[src/rtl/core/pfsa_pkg.sv]
// Shared constants, codes and controller/datapath interface types for the page allocator.
package pfsa_pkg;

   localparam int STACK_DEPTH = 4096;
   localparam int IDX_W       = $clog2(STACK_DEPTH);
   localparam int TOP_W       = $clog2(STACK_DEPTH + 1);
   localparam int PAGE_SHIFT  = 12;
   localparam int ADDR_W      = 32;
   localparam int FRAME_W     = ADDR_W - PAGE_SHIFT;
   localparam int COUNT_W     = 21;
   localparam int ACTION_W    = 2;
   localparam int STATUS_W    = 2;
   localparam int CSR_IDX_W   = 1;

   localparam int REQ_DATA_W  = 3 * ADDR_W;
   localparam int RSP_FIELD_W = ADDR_W + 2 * COUNT_W;
   localparam int RSP_DATA_W  = ((RSP_FIELD_W + 7) / 8) * 8;
   localparam int RSP_PAD_W   = RSP_DATA_W - RSP_FIELD_W;

   localparam logic [ADDR_W-1:0]    USABLE_BASE   = 32'h0010_0000;
   localparam logic [ADDR_W-1:0]    OFFSET_MASK   = 32'h0000_0FFF;
   localparam logic [ADDR_W-1:0]    USABLE_TYPE   = 32'h0000_0001;
   localparam logic [ADDR_W-1:0]    MAX_ADDR_INIT = 32'h2000_0000;
   localparam logic [COUNT_W-1:0]   TOTAL_MAX     = 21'd1048576;
   localparam logic [TOP_W-1:0]     TOP_FULL      = TOP_W'(STACK_DEPTH);

   localparam logic [ACTION_W-1:0]  ACT_REGION = 2'd0;
   localparam logic [ACTION_W-1:0]  ACT_ALLOC  = 2'd1;
   localparam logic [ACTION_W-1:0]  ACT_FREE   = 2'd2;

   localparam logic [STATUS_W-1:0]  ST_OK         = 2'd0;
   localparam logic [STATUS_W-1:0]  ST_OOM        = 2'd1;
   localparam logic [STATUS_W-1:0]  ST_FULL       = 2'd2;
   localparam logic [STATUS_W-1:0]  ST_MISALIGNED = 2'd3;

   localparam logic [CSR_IDX_W-1:0] CSR_KERNEL_SIZE = 1'd0;
   localparam logic [CSR_IDX_W-1:0] CSR_MAX_ADDR    = 1'd1;

   typedef struct packed {
      logic                capture;
      logic                push_page;
      logic                push_free;
      logic                pop;
      logic                set_status;
      logic [STATUS_W-1:0] status;
      logic                load_rsp;
   } cmd_type;

   typedef struct packed {
      logic fill_more;
      logic full;
      logic empty;
      logic misaligned;
      logic rsp_free;
   } sts_type;

endpackage

[src/rtl/core/pfsa_ctrl.sv]
// Controller state machine sequencing region fills, pops, pushes and result hand-off.
module pfsa_ctrl (
   input  logic                             clock,
   input  logic                             reset,
   input  logic                             req_tvalid,
   output logic                             req_tready,
   input  logic [pfsa_pkg::ACTION_W-1:0]    req_action,
   input  pfsa_pkg::sts_type                sts,
   output pfsa_pkg::cmd_type                cmd
);

   typedef enum logic [2:0] {
      S_IDLE,
      S_FILL,
      S_POP,
      S_FREE,
      S_RESP
   } state_type;

   state_type state_ff, state_in;

   always_ff @(posedge clock) begin
      if (reset) begin
         state_ff <= S_IDLE;
      end else begin
         state_ff <= state_in;
      end
   end

   always_comb begin
      state_in   = state_ff;
      req_tready = 1'b0;
      cmd        = '0;
      cmd.status = pfsa_pkg::ST_OK;
      case (state_ff)
         S_IDLE: begin
            req_tready = 1'b1;
            if (req_tvalid) begin
               cmd.capture = 1'b1;
               case (req_action)
                  pfsa_pkg::ACT_REGION: state_in = S_FILL;
                  pfsa_pkg::ACT_ALLOC:  state_in = S_POP;
                  pfsa_pkg::ACT_FREE:   state_in = S_FREE;
                  default:              state_in = S_RESP;
               endcase
            end
         end
         S_FILL: begin
            if (!sts.fill_more) begin
               state_in = S_RESP;
            end else if (sts.full) begin
               cmd.set_status = 1'b1;
               cmd.status     = pfsa_pkg::ST_FULL;
               state_in       = S_RESP;
            end else begin
               cmd.push_page = 1'b1;
            end
         end
         S_POP: begin
            if (sts.empty) begin
               cmd.set_status = 1'b1;
               cmd.status     = pfsa_pkg::ST_OOM;
            end else begin
               cmd.pop = 1'b1;
            end
            state_in = S_RESP;
         end
         S_FREE: begin
            if (sts.full) begin
               cmd.set_status = 1'b1;
               cmd.status     = pfsa_pkg::ST_FULL;
            end else if (sts.misaligned) begin
               cmd.set_status = 1'b1;
               cmd.status     = pfsa_pkg::ST_MISALIGNED;
            end else begin
               cmd.push_free = 1'b1;
            end
            state_in = S_RESP;
         end
         S_RESP: begin
            if (sts.rsp_free) begin
               cmd.load_rsp = 1'b1;
               state_in     = S_IDLE;
            end
         end
         default: state_in = S_IDLE;
      endcase
   end

endmodule

[config.mk]
export PLATFORM = sky130hd
export DESIGN_NAME = pfsa_ctrl
export DESIGN_NICKNAME = d
export VERILOG_FILES = /design/src/rtl/core/pfsa_pkg.sv /design/src/rtl/core/pfsa_ctrl.sv
export SDC_FILE = /design/constraint.sdc
export NUM_CORES = 1
export LEC_CHECK = 0
export ABC_AREA = 1
export BUFFER_PORTS_ARGS = -buffer_cell sky130_fd_sc_hd__buf_2
export CAP_MARGIN = 5
export CORE_AREA = 2 2 39 41
export DETAILED_ROUTE_END_ITERATION = 8
export DIE_AREA = 0 0 41 43
export HOLD_SLACK_MARGIN = 0.15
export PLACE_DENSITY = 0.56
export SLEW_MARGIN = 40
export SYNTH_ARGS = -nofsm -noshare
export SYNTH_HDL_FRONTEND = slang
export SYNTH_SLANG_ARGS = --single-unit
[constraint.sdc]
create_clock -name clock -period 1.23 [get_ports clock]
set_input_delay 0 -clock clock [delete_from_list [all_inputs] [get_ports clock]]
set_output_delay 0 -clock clock [all_outputs]
set_load 0.01 [all_outputs]
==> impl_metrics.tcl <==
set metrics [dict create \
    cts_buffer_depth 2 \
    ys.flop_type "dfxtp_1" \
    post_cts_buffers 0 \
    synthArstFlopShare_pct 0 \
    wl_per_cell_um 8.27 \
    hold_path.class "input pin to register" \
    clock_sinks 3 \
    drv_slew 0 \
    routed_wl_um 753 \
    grt_start_max_net_pins 6 \
    grt_pass1_vias 354 \
    dp.final_hpwl_um 643 \
    end_kind "output port" \
    clkTransAtPathRegs_ns 0.04 \
    viasPerCell 4.21 \
    max_freq_ghz 0.847 \
    synth.top_cell.area_share_pct 17.8 \
    clock_skew_ns 0.00643 \
    synth.distinct_cells 19 \
    drive_above_1_share_pct 45.3 \
    rsz0062_at_grt "yes" \
    critPathMaxStageDelay_ns 0.34 \
    antenna_found_initial 0 \
    r2r_setup_slack_ns 0.18 \
    avgSynthCellArea_um2 6.50 \
    syn_nets 65 \
    yosys-top-cells-count "11 x inv_1, 7 x nand2_1, 7 x nor2_1" \
    cap_violations 0 \
    largest_register "state_ff" \
    outcome "finished, final reports clean" \
    period_needed_ns 1.18 \
    cts_buffers 3 \
    tns_ns 0 \
    cts-root-buf "clkbuf_4" \
    area_growth_pct 44.8 \
    crit_chain "inv_2 -> nor2_4 -> nand2_2 -> o31ai_1 -> buf_2" \
    cp_top_family "flip-flops" \
    crit_required_ns 1.23 \
    cts_tree "yes" \
    top_regs "state_ff: 3 flops" \
    core_area_um2 1380 \
    grt_pass1_wl_um 1240 \
    die_x_um 41 \
    layout_worst_path_cycle_share_pct 95.9 \
    cp_max_fo 4 \
    grt-ovfl-total 0 \
    cp_slowest_cell "dfxtp_2" \
    htree_num_levels 1 \
    largest_reg_flops 3 \
    syn-cell-area_um2 338 \
    drt_iter0_drc 3 \
    fin_util_pct 35.4 \
    routabilityCongestion 0.753 \
    drcViolationCount 0 \
    synthCells 52 \
    path_buf_inv 2 \
    finalSetupViolCount 0 \
    first_pass_iters 3 \
    synthTopCellsByArea "dfxtp_1 18%, inv_1 12%, ha_1 11%" \
    num_antenna_cells 0 \
    synth_enable_flop_cells 0 \
    final_area_um2 489 \
    place_area_um2 448 \
    track_usage_pct 10.1 \
    final_nets 89 \
    clk_latency_ns 0.24 \
    vdd_drop_max_mv 0.815 \
    rows 14 \
    drtAntennaViolNets 0 \
    worstSetupPathType "register to output port" \
    vias 383 \
    hold-worst-slack_ns 0.223 \
    initial_utilization_pct 24.4 \
    die_height_um 43 \
    worstMarginPinSlew_ns 0.216 \
    yosys.area.top_type "dfxtp_1" \
    worstPathArrival_ns 1.18 \
    io_buffers 18 \
    ioPinCount 19 \
    final-hold-violation-count 0 \
    yosysMostFrequentCell "inv_1" \
    die_area_um2 1760 \
    synth_seq_cells 3 \
    synth_warnings 0 \
    yosysSeqAreaShare_pct 17.8 \
    relSlewSlack_pct 85.6 \
    p_per_area_nw_per_um2 1620 \
    start_kind "register" \
    p_leak_nw 0.299 \
]
[path summary, 6_finish.rpt]
check / from / endpoint / cells past startpoint
hold reg to reg: state_ff[0] / state_ff[0] / 4
hold / removal: req_tvalid / state_ff[1] / 5
setup / recovery: state_ff[0] / cmd[1] / 5
setup reg to reg: state_ff[1] / state_ff[0] / 6
[logic make-up after synthesis]
| logic type | share of synthesized area, % |
|---|---|
| and+or+nand+nor | 49.6 |
| buffers and inverters | 15.6 |
| AOI/OAI and AO/OA | 5.93 |
| DFF | 17.8 |
| adders and majority gates | 11.1 |
[per-layer routing]
layer  global-route usage, %  share of wire, %  up-vias
met5                       0                 0        -
met4                       0                 0        0
met3                    6.28               8.6        0
met2                    16.3                44       15
met1                    11.8                47      157
li1                        -                 -      211
[cell usage in the layout (no fill, tap or decap), types with 2 or more instances in the layout]
| cell type | synthesis | routed |
|---|---|---|
| nand4_1 | 2 | 2 |
| nor2_1 | 7 | 7 |
| inv_1 | 11 | 10 |
| ha_1 | 3 | 3 |
| nor3_1 | 3 | 3 |
| dfxtp_2 | 0 | 2 |
| nand2_1 | 7 | 6 |
| clkbuf_4 | 0 | 3 |
| buf_2 | 0 | 18 |
| nand3_1 | 2 | 2 |
| nand3_2 | 2 | 2 |
| nor2_2 | 2 | 2 |
| inv_2 | 2 | 3 |
[power breakdown]
part           internal (mW)  switching (mW)
Clock                  0.122          0.0555
Combinational          0.167           0.267
Sequential             0.135          0.0461
[through the flow]
step                worst slack, ns  instances  power [mW]
finish                       0.0500         91       0.792
global route                -0.0330         91       0.884
CTS                         0.00221         91       0.805
detailed placement            0.158         86       0.610
global placement              0.150         86       0.612
floorplan                     0.250         52       0.482
[worst min-delay path: stages]
cell	delay [ns]
buf_2	0.07
inv_1	0.05
nand3_2	0.09
nand3_4	0.09
nor3_2	0.10
[what timing repair did]
item                                    in CTS  in global routing
resized for setup                            2                  2
hold buffers                                 1                  0
endpoints found under the setup margin       1                  3
endpoints found under the hold margin        3                  0
[area by class of cell]
class | instances | area (µm²)
Fill cell | 159 | 895
Multi-Input combinational cell | 35 | 228
Timing Repair Buffer | 19 | 100
Sequential cell | 3 | 62.6
Inverter | 14 | 52.6
Clock buffer | 4 | 26.3
Tap cell | 16 | 20.0
Note: power is estimated with default switching activity, not from simulation.
